===== config.mk =====
export PLATFORM = sky130hd
export DESIGN_NAME = ffa_cell
export DESIGN_NICKNAME = d
export VERILOG_FILES = /design/src/rtl/core/ffa_pkg.sv /design/src/rtl/core/ffa_cell.sv
export SDC_FILE = /design/constraint.sdc
export NUM_CORES = 1
export LEC_CHECK = 0
export BUFFER_PORTS_ARGS = -buffer_cell sky130_fd_sc_hd__buf_2
export CAP_MARGIN = 10
export CORE_UTILIZATION = 43
export CTS_CLUSTER_DIAMETER = 30
export CTS_CLUSTER_SIZE = 25
export DETAILED_ROUTE_END_ITERATION = 12
export PLACE_DENSITY = 0.78
export SETUP_SLACK_MARGIN = 0.2
export SYNTH_ARGS = -nofsm -noshare
export SYNTH_HDL_FRONTEND = slang
export SYNTH_SLANG_ARGS = --single-unit

===== constraint.sdc =====
create_clock -name clk_i -period 2.2 [get_ports clk_i]
set_input_delay 0.11 -clock clk_i [delete_from_list [all_inputs] [get_ports clk_i]]
set_output_delay 0.11 -clock clk_i [all_outputs]
set_load 0.02 [all_outputs]

===== src/rtl/core/ffa_pkg.sv =====
`timescale 1ns / 1ps
`default_nettype none

package ffa_pkg;

  localparam int unsigned MaxBlocks = 256;
  localparam int unsigned AddrW     = 16;
  localparam int unsigned IdW       = 20;
  localparam int unsigned CountW    = $clog2(MaxBlocks + 1);
  localparam int unsigned RipW      = $clog2(MaxBlocks);

  localparam logic [AddrW-1:0] MemSizeReset = 16'hFFFF;

  typedef enum logic [2:0] {
    OP_HOLD,
    OP_LOAD,
    OP_RIPPLE,
    OP_EVICT,
    OP_INSERT
  } cell_op_e;

  typedef struct packed {
    logic             valid;
    logic [AddrW-1:0] start;
    logic [AddrW-1:0] len;
    logic [IdW-1:0]   owner;
  } entry_t;

  typedef struct packed {
    cell_op_e         op;
    logic             evict;
    logic [AddrW-1:0] size;
    logic [AddrW-1:0] mem_size;
    logic [IdW-1:0]   oldest;
    logic [IdW-1:0]   new_id;
  } cell_ctrl_t;

endpackage

`default_nettype wire


===== src/rtl/core/ffa_cell.sv =====
`timescale 1ns / 1ps
`default_nettype none

module ffa_cell (
  input  wire logic                     clk_i,
  input  wire logic                     rst_ni,
  input  wire ffa_pkg::cell_ctrl_t      ctrl_i,
  input  wire ffa_pkg::entry_t          lo_entry_i,
  input  wire logic                     lo_flag_i,
  input  wire logic [ffa_pkg::AddrW-1:0] lo_addr_i,
  input  wire ffa_pkg::entry_t          up_entry_i,
  output ffa_pkg::entry_t               entry_o,
  output logic                          flag_o,
  output logic [ffa_pkg::AddrW-1:0]     addr_o
);

  logic                      valid_q, valid_d;
  logic [ffa_pkg::AddrW-1:0] start_q, start_d;
  logic [ffa_pkg::AddrW-1:0] len_q, len_d;
  logic [ffa_pkg::IdW-1:0]   owner_q, owner_d;
  logic                      flag_q, flag_d;
  logic [ffa_pkg::AddrW-1:0] addr_q, addr_d;
  logic [ffa_pkg::AddrW:0]   lo_end;
  logic [ffa_pkg::AddrW+1:0] need;

  assign lo_end = {1'b0, lo_entry_i.start} + {1'b0, lo_entry_i.len};
  assign need   = {1'b0, lo_end} + {2'b00, ctrl_i.size};

  always_comb begin
    valid_d = valid_q;
    start_d = start_q;
    len_d   = len_q;
    owner_d = owner_q;
    flag_d  = flag_q;
    addr_d  = addr_q;
    unique case (ctrl_i.op)
      ffa_pkg::OP_LOAD: begin
        addr_d = lo_end[ffa_pkg::AddrW-1:0];
        if (ctrl_i.evict) begin
          flag_d = valid_q && (owner_q == ctrl_i.oldest);
        end else if (valid_q) begin
          flag_d = ({2'b00, start_q} >= need);
        end else begin
          flag_d = lo_entry_i.valid && ({2'b00, ctrl_i.mem_size} >= need);
        end
      end
      ffa_pkg::OP_RIPPLE: begin
        flag_d = flag_q | lo_flag_i;
        if (lo_flag_i) begin
          addr_d = lo_addr_i;
        end
      end
      ffa_pkg::OP_EVICT: begin
        if (flag_q) begin
          valid_d = up_entry_i.valid;
          start_d = up_entry_i.start;
          len_d   = up_entry_i.len;
          owner_d = up_entry_i.owner;
        end
      end
      ffa_pkg::OP_INSERT: begin
        if (flag_q && lo_flag_i) begin
          valid_d = lo_entry_i.valid;
          start_d = lo_entry_i.start;
          len_d   = lo_entry_i.len;
          owner_d = lo_entry_i.owner;
        end else if (flag_q) begin
          valid_d = 1'b1;
          start_d = addr_q;
          len_d   = ctrl_i.size;
          owner_d = ctrl_i.new_id;
        end
      end
      default: begin
      end
    endcase
  end

  always_ff @(posedge clk_i or negedge rst_ni) begin
    if (!rst_ni) begin
      valid_q <= 1'b0;
      flag_q  <= 1'b0;
    end else begin
      valid_q <= valid_d;
      flag_q  <= flag_d;
    end
  end

  always_ff @(posedge clk_i) begin
    start_q <= start_d;
    len_q   <= len_d;
    owner_q <= owner_d;
    addr_q  <= addr_d;
  end

  assign entry_o.valid = valid_q;
  assign entry_o.start = start_q;
  assign entry_o.len   = len_q;
  assign entry_o.owner = owner_q;
  assign flag_o        = flag_q;
  assign addr_o        = addr_q;

endmodule

`default_nettype wire


Yosys cells after proc, flatten, opt, wreduce, memory -nomap -nowiden --
Index checks and enable logic that the tools add are counted.
Storage, ports and cells: output and inout port bits 70, register bits after elaboration 70, bits of input ports 201, word-level logic and storage cells 47
Cells by class: $lt $le $gt $ge 2, multiplexer cells 21, bitwise operators 1, add/sub/neg operators 2, reduce and logical (&&, ||, !) cells 7, eq/ne operators 8
Operator list (number):
- $mux 16 | 7
- $pmux 16 s2 | 3
- $mux 20 | 3
- $pmux 20 s2 | 1
- $ge 16x18->1 | 2
- $eq 20x20->1 | 1
- $add 17x16->18 | 1
- $add 16x16->17 | 1
- $eq 3x2->1 const B | 2
- $mux 1 | 5
- $ne 2x2->1 const B | 2
- $pmux 1 s2 | 2
- $reduce_bool 2->1 | 2
- $eq 3x1->1 const B | 1
- $eq 3x3->1 const B | 1
- $logic_and 1x1->1 | 3
- $ne 3x3->1 const B | 1
- $reduce_and 3->1 | 1
- $reduce_and 2->1 | 1
- $or 1x1->1 | 1

Longest topological paths before layout --
Gate-level depths: netlist of the first run.
depth in word-level cells 7, gate-level depth with buffers 26, depth with buffers taken out 26

Worst setup path before layout of the first run --
No wires, ideal clock.
kind input port to flip-flop, start input lo_entry_i[20] in the netlist's numbering, end register flag_q, in the netlist flag_o, required time 2066 ps, stages 22, path buffers 0, setup time 134 ps, setup slack -2445 ps, arrival 4511 ps, cells stage by stage ha_1 fa_1 a211oi_1 o21ai_1 and2_4 o41ai_4 xnor2_1 ha_1 o21a_1 a21boi_1 or3_1 a21oi_1 xor2_1 ha_1 a211o_1 a211oi_1 o21a_1 a31oi_1 a211oi_1 nor2_1 o31ai_1 a211oi_1
On the way: longest elaborated chain between the ends 7, elaborated cells on any way between the ends 8, classes of those cells 2 x add/sub; 2 x order compare; 3 x mux; 1 x reduce/logical
RTL lines:
- start: declaration | RTL line ffa_cell.sv:8 | input wire ffa_pkg::entry_t lo_entry_i,
- $add 16x16->17 * | RTL line ffa_cell.sv:26 | assign lo_end = {1'b0, lo_entry_i.start} + {1'b0, lo_entry_i.len};
- $add 17x16->18 * | RTL line ffa_cell.sv:27 | assign need = {1'b0, lo_end} + {2'b00, ctrl_i.size};
- $ge 16x18->1 | RTL line ffa_cell.sv:44 | flag_d = lo_entry_i.valid && ({2'b00, ctrl_i.mem_size} >= need);
- $logic_and 1x1->1 | RTL line ffa_cell.sv:44
- $mux 1 * | RTL line ffa_cell.sv:41 | end else if (valid_q) begin
- $mux 1 * | RTL line ffa_cell.sv:39 | if (ctrl_i.evict) begin
- $pmux 1 s2 * | RTL line ffa_cell.sv:36 | unique case (ctrl_i.op)
- end signal: assignment | RTL line ffa_cell.sv:85 | flag_q <= flag_d;
- end: declaration | RTL line ffa_cell.sv:21 | logic flag_q, flag_d;
Every way passes the cells marked *; elsewhere a longest branch is shown, timed or not. A chain may end at the register's enable or synchronous reset.

Worst setup path in the final report of the first run --
Ends and elaborated chain as after synthesis.

==> results.md, run 1 <==
- Total GRT Usage: 30.3%
- Clk_lat worst skew: 0.34 ns
- Critical-path top delay cell: or3_4
- Failing checks: setup timing
- Worst IR Drop VDD: 0.502 mV
- Slew headroom: 69.0%
- Cell Chain, Critical Path: buf_8 -> ha_4 -> fa_2 -> a211oi_4 -> o21ai_2 -> and2_4 -> o41ai_4 -> xnor2_2 -> ha_4 -> o21a_1 -> a21boi_1 -> or3_4 -> a21oi_2 -> xor2_1 -> ha_2 -> a211o_1 -> a21oi_1 -> nor4b_1 -> o21ai_0 -> nor2_1 -> o31ai_2 -> a211oi_1
- I/O pins: 271
- Root Buffer: clkbuf_16
- Area Growth Syn to Fin: 54.9%
- Critical Path Start: lo_entry_i[20]
- Antenna viol nets, final: 0
- Clk buf depth: 2
- Critical Path Fanout Max: 3
- Share of cells above drive strength 1: 49.7%
- Die height: 118 µm
- Outcome: finished, violations left
- Register area share after synthesis: 36.0%
- WL final: 21300 µm
- GRT overflow: 0
- Vias in the first global route: 6373
- Row count: 42
- RSZ-0062 raised after global routing: yes
- Post-synthesis async set-or-reset flop share: 2.86%
- Cells after Synth: 574
- Hold path startpoint: lo_addr_i[14]
- Yosys warns: 0
- Post-synth EDFFs: 68
- Starting density of the core: 44.0%
- Largest net degree at the start of global routing: 107
- End-of-flow core utilization: 68.2%
- Slew Viols, Final: 0
- Top FF cell, synth: edfxtp_1
- Max Freq: 221 MHz
- Synthesized cell area: 5810 µm²
- Worst path bufs/invs: 1
- Wire length per cell: 18.5 µm
- Residual DRC: 0
- Power after layout: 0.00650 W
- Final worst-path cycle share: 206%
- Endpoints failing setup: 4
- TritonCTS Buffers: 9
- Vias: 6237
- Largest stage delay, worst path: 0.39 ns
- Yosys reg bits: 70
- Power Density: 723 nW/µm²
- Die X: 118 µm
- Final Hold Fails: 0
- Crit Reg-Reg Startpoint: start_q[0]
- Critical path arrival: 4.77 ns
- Clk_skew: 0.00709 ns
- Min-Delay Path Class: in -> reg
- Placed Area: 8310 µm²
- Fin Setup TNS: -3.35 ns
- Clock-pin slew on the worst setup and hold paths: 0.06 ns
- First-pass GRT wire length: 32100 µm
- Top delay family on crit path: compound AO/OA/AOI/OAI gates
- CTS tree: built
- Core Box Area: 13200 µm²
- Full die area: 14000 µm²
- Finished Cell Area: 8990 µm²
- Number of port buffers: 270
- WP data required: 2.44 ns
- Syn Area/Cell: 10.1 µm²
- CP Class: in -> reg
- DR iter-0 viols: 294
- Minimum clock period: 4.53 ns
- Syn nets: 840
- Fin worst setup slack: -2.33 ns
- Initial antenna violation count: 3
- Post-DP HPWL: 16700 µm
- CTS sink cnt: 70
- Least-Margin Pin Slew: 0.460 ns
- RePlAce Congestion: 0.927
- Yosys cell types: 59
- CP startpoint kind: input pin
- Max Cap Violations: 0
- H-tree levels: 3
- Cell mode on critical path: ha_4
- Final Net Count: 1239
- Crit end category: flop
- DR vias/cell: 5.40
- Leak: 4.43 nW
- TritonRoute pass-1 iters: 5
==> registers in the layout, indices dropped and copies added (netlist names) <==
name,count
addr_o,16
owner_q,20
len_q,16
flag_o,1
valid_q,1
start_q,16
==> logic make-up after synthesis <==
kind of cell / Yosys count / share of synthesized area, %
AO/OA/AOI/OAI: 160 / 17.6
AND/OR/NAND/NOR: 138 / 11.2
flip-flops: 70 / 36.0
multiplexers: 68 / 12.0
adder cells (fa/ha/maj): 65 / 14.3
XOR/XNOR: 44 / 6.64
buffers and inverters: 29 / 2.18
==> Yosys cell counts, types with 2 or more instances <==
| library cell | n | area (µm²) |
|---|---|---|
| ha_1 | 63 | 788 |
| o21a_1 | 10 | 75.1 |
| nor2b_1 | 5 | 31.3 |
| o31ai_1 | 3 | 22.5 |
| a21o_1 | 14 | 105 |
| o21ai_1 | 7 | 35.0 |
| o21bai_1 | 4 | 30.0 |
| dfrtp_1 | 2 | 50.1 |
| mux2_1 | 2 | 22.5 |
| and3_1 | 3 | 18.8 |
| clkbuf_1 | 11 | 41.3 |
| a21oi_1 | 80 | 400 |
| buf_4 | 2 | 15.0 |
| fa_1 | 2 | 40.0 |
| mux2_2 | 13 | 146 |
| nand3_1 | 5 | 25.0 |
| edfxtp_1 | 68 | 2040 |
| o2111ai_1 | 4 | 35.0 |
| or3_1 | 3 | 18.8 |
| nand2_1 | 12 | 45.0 |
| mux2i_1 | 53 | 531 |
| nand2b_1 | 8 | 50.1 |
| o211ai_1 | 2 | 15.0 |
| inv_1 | 10 | 37.5 |
| o21ai_0 | 10 | 50.1 |
| xnor2_1 | 25 | 219 |
| nand4_1 | 5 | 31.3 |
| nor3_1 | 8 | 40.0 |
| nor3b_1 | 2 | 15.0 |
| buf_1 | 5 | 18.8 |
| nor2_1 | 73 | 274 |
| nor4_1 | 6 | 37.5 |
| a21boi_1 | 2 | 15.0 |
| a211oi_1 | 9 | 67.6 |
| xor2_1 | 19 | 166 |
==> cells in the final DEF, fill, tap and decap left out, drive strengths merged, types with 9 or more instances in the layout <==
master,count
o21ai,17
mux2,15
nor2,73
inv,10
xnor2,25
ha,63
nand2b,9
a211oi,10
a21o,14
buf,406
xor2,19
edfxtp,68
o21a,10
mux2i,53
clkbuf,10
nand2,12
a21oi,81
==> worst register-to-register path, stage by stage (launching register included) <==
cell,delay [ns]
edfxtp_1,0.39
inv_1,0.08
ha_1,0.22
nand2b_1,0.14
a21o_1,0.20
a211oi_1,0.32
o21ai_0,0.20
o2111ai_1,0.18
a211oi_2,0.12
o31ai_2,0.25
a211oi_1,0.12
==> final timing paths <==
kind / to / slack, ns / cells after the start
hold / removal: addr_o[14] / 0.07 / 2
min in group asynchronous: flag_o / 0.11 / 2
max in group asynchronous: valid_q / 1.97 / 2
hold reg to reg: valid_q / 0.66 / 1
setup / recovery: flag_o / -2.33 / 22
setup reg to reg: flag_o / -0.15 / 10
==> cell type report <==
class	instances	area (µm²)
clock buffers	10	229
diodes	2	5.00
clock inverters	6	38.8
well taps	176	220
fillers	1046	4200
multi-input cells	475	3870
flip-flops and latches	70	2090
repair buffers	407	2500
inverters	10	37.5
==> where the power goes <==
part | internal, W | switching [W] | total (W) | leakage [nW]
Combinational | 0.00176 | 0.00169 | 0.00345 | 3.66
Clock | 0.000760 | 0.000592 | 0.00135 | 0.128
Sequential | 0.00162 | 0.0000810 | 0.00170 | 0.647
==> through the flow <==
stage / hold slack, ns / worst slack (ns) / std cells
6_report: 0.0746 / -2.33 / 1156
5_1_grt: 0.0687 / -2.45 / 1156
4_1_cts: 0.0668 / -2.28 / 1152
3_5_place_dp: -0.0878 / -2.74 / 1120
3_3_place_gp: -0.0913 / -2.51 / 1120
2_1_floorplan: -0.186 / -2.16 / 574
==> layer usage <==
layer | part of all wire (%) | vias to the layer above | wire length (µm) | GRT usage (%)
met5 | 0.052 | - | 11 | 0
met1 | 37 | 2945 | 7980 | 31.9
met3 | 6.0 | 45 | 1270 | 5.60
met2 | 53 | 270 | 11400 | 58.1
met4 | 3.1 | 2 | 669 | 13.5
li1 | - | 2975 | - | -
==> repair_timing <==
item	4_1_cts	5_1_grt
hold endpoints to repair	2	0
endpoints found under the setup margin	5	5
gates resized for setup	39	15
pin swaps	24	19
cloned	0	0
buffers inserted	15	2
hold buffers	1	0
Power figures use the tool's default switching activity.
==> run 2, diff against run 1 <==
ABC_AREA = 1   (was default)
CORE_UTILIZATION = 44   (was 43)
PLACE_DENSITY = 0.79   (was 0.78)
==> run 2 against run 1 <==
Compared with the run above: the flow still finishes with violations (setup timing); non-clock buffer count decreased by 18; area after synthesis increased by 1.9%; final cell count increased by 13%; count of clock-buffer cells in the layout unchanged; hold slack got worse by 0.044 ns; sequential power about the same; routed wire length increased by 7.0%; first-iteration DRC count increased by 120%; combinational power about the same; sequential share of layout area decreased by 0.29 points; design area increased by 1.3%; maximum frequency increased by 34%; critical path type unchanged; largest cell class unchanged.
==> results.md, run 2 <==
- Reg-to-reg setup timing slack: 0.24 ns
- Leak: 4.58 nW
- Post-synthesis async set-or-reset flop share: 2.86%
- DP Worst Slack: -1.55 ns
- DR iter-0 viols: 656
- WP data required: 2.42 ns
- Cell mode on critical path: nand2_1
- Area leader, netlist: edfxtp_1
- Final Net Count: 1396
- Top reg by flops: owner_q
- Number of port buffers: 270
- Yosys warns: 0
- Syn nets: 1020
- RePlAce Congestion: 0.928
- Largest register FFs: 20
- TritonCTS Buffers: 9
- Outcome: finished, violations left
- Final worst-path cycle share: 154%
- Crit end category: flop
- Count leader, synth: nand2_1
- Endpoints failing setup: 1
- Share of cells above drive strength 1: 44.2%
- Critical-path top delay cell: ha_4
- Initial antenna violation count: 4
- Row count: 41
- Area Growth Syn to Fin: 54.0%
- Worst IR Drop VDD: 0.373 mV
- First-pass GRT wire length: 33100 µm
- Die X: 118 µm
- CP startpoint kind: input pin
- Min-Delay Path Class: in -> reg
- Syn Area/Cell: 7.84 µm²
- CTS tree: built
- CTS sink cnt: 70
- Yosys reg bits: 70
- Clk_lat worst skew: 0.34 ns
- WL final: 22800 µm
- Minimum clock period: 3.39 ns
- I/O pins: 271
- Fin worst setup slack: -1.19 ns
- Vias in the first global route: 6553
- Critical path arrival: 3.61 ns
- Power Density: 719 nW/µm²
- Synth top area share: 34.5%
- Synthesized cell area: 5910 µm²
- Register area share after synthesis: 35.4%
- Vias: 6985
- Finished Layout Cells: 1309
- Yosys cell types: 46
- Wire length per cell: 17.4 µm
- Post-DP HPWL: 17300 µm
- Power after layout: 0.00655 W
- Final Hold Fails: 0
- Most frequent cells in the layout: buf_2, nand2_1, buf_4, o21ai_0, edfxtp_1
- Slew Viols, Final: 0
- End-of-flow core utilization: 70.7%
- Starting density of the core: 45.9%
- Largest net degree at the start of global routing: 54
- RSZ-0062 raised after global routing: yes
- Placed cell count: 1272
- Fin Setup TNS: -1.19 ns
- Full die area: 13900 µm²
- TritonRoute pass-1 iters: 5
- Antenna viol nets, final: 0
- Max Cap Violations: 0
- Cells after Synth: 754
- Synth top area cells: edfxtp_1, ha_1, nand2_1, o21ai_0, inv_1
- Critical Path Fanout Max: 4
- Fillers: 1005
- Largest stage delay, worst path: 0.27 ns
- Residual DRC: 0
- Total GRT Usage: 30.5%
- Clk buf depth: 2
- Slew headroom: 56.8%
- Die height: 118 µm
- Synth cell count leaders: nand2_1, o21ai_0, edfxtp_1, inv_1, nor2_1
- Clock-pin slew on the worst setup and hold paths: 0.06 ns
- Core Box Area: 12900 µm²
- Clk_skew: 0.00859 ns
- Max Freq: 295 MHz
- Root Buffer: clkbuf_16
- H-tree levels: 3
- CP Class: in -> reg
- Most common cell after layout, fill and taps aside: buf_2
- Least-Margin Pin Slew: 0.642 ns
- GRT overflow: 0
- Top FF cell, synth: edfxtp_1
- Post-synth EDFFs: 68
- Failing checks: setup timing
- DR vias/cell: 5.34
==> run 2: changes by cell type after synthesis, sizes merged, moves of 15 or more <==
cell,delta
o21ai,+103
nand2,+182
inv,+61
a21oi,-39
mux2i,-53
mux2,-15
==> run 2: kinds of logic after synthesis <==
logic type	after synthesis	synth area share (%)
adders and majority gates	65	14.0
AOI/OAI and AO/OA	190	18.4
buffers and inverters	97	6.24
and+or+nand+nor	297	20.5
xor gates and xnor gates	35	5.44
DFF	70	35.4
==> run 2: layout make-up <==
| class | instances | area [µm²] | share of cell area, % |
|---|---|---|---|
| inverters | 73 | 274 | 3.01 |
| diodes | 3 | 7.51 | 0.0824 |
| flip-flops and latches | 70 | 2090 | 23.0 |
| multi-input cells | 587 | 3970 | 43.6 |
| repair buffers | 389 | 2270 | 24.9 |
| well taps | 172 | 215 | 2.36 |
| clock inverters | 5 | 51.3 | 0.563 |
| clock buffers | 10 | 229 | 2.51 |
==> run 2: per-layer routing <==
layer	track usage, %	routed length [µm]
met2	49.1	10600
met3	4.84	2090
met5	0	0
met4	10.4	660
met1	41.5	9460
==> run 2: worst paths after layout <==
path | to | cells after the start | startpoint
hold reg to reg | valid_q | 2 | valid_q
setup / recovery | flag_o | 31 | lo_entry_i[22]
hold / removal | addr_o[14] | 3 | lo_addr_i[14]
min in group asynchronous | valid_q | 2 | rst_ni
setup reg to reg | flag_o | 14 | start_q[7]
max in group asynchronous | flag_o | 2 | rst_ni
==> run 2: what timing repair did <==
action | CTS | global route
buffers inserted | 3 | 15
endpoints found under the hold margin | 2 | 0
endpoints found under the setup margin | 1 | 2
gates resized for setup | 23 | 60
pin swaps | 17 | 51
hold buffers | 1 | 0
==> run 2: power breakdown <==
group / internal (W) / switching, W
clock network: 0.000864 / 0.000570
logic: 0.00154 / 0.00190
registers: 0.00161 / 0.0000639
==> run 2: metrics by stage <==
stage	instance area, µm²	hold WS [ns]
floorplan	5960	-0.186
global placement	8200	-0.0948
detailed placement	8200	-0.0952
CTS	8670	0.0257
global route	9110	0.0474
finish	9110	0.0307
==> run 2: worst max-delay path: cells and delay by family <==
family / cells / cell delay, ns
buffers and inverters: 3 / 0.41
and+or+nand+nor: 17 / 1.13
AOI/OAI and AO/OA: 6 / 0.76
adders and majority gates: 3 / 0.80
xor gates and xnor gates: 2 / 0.39
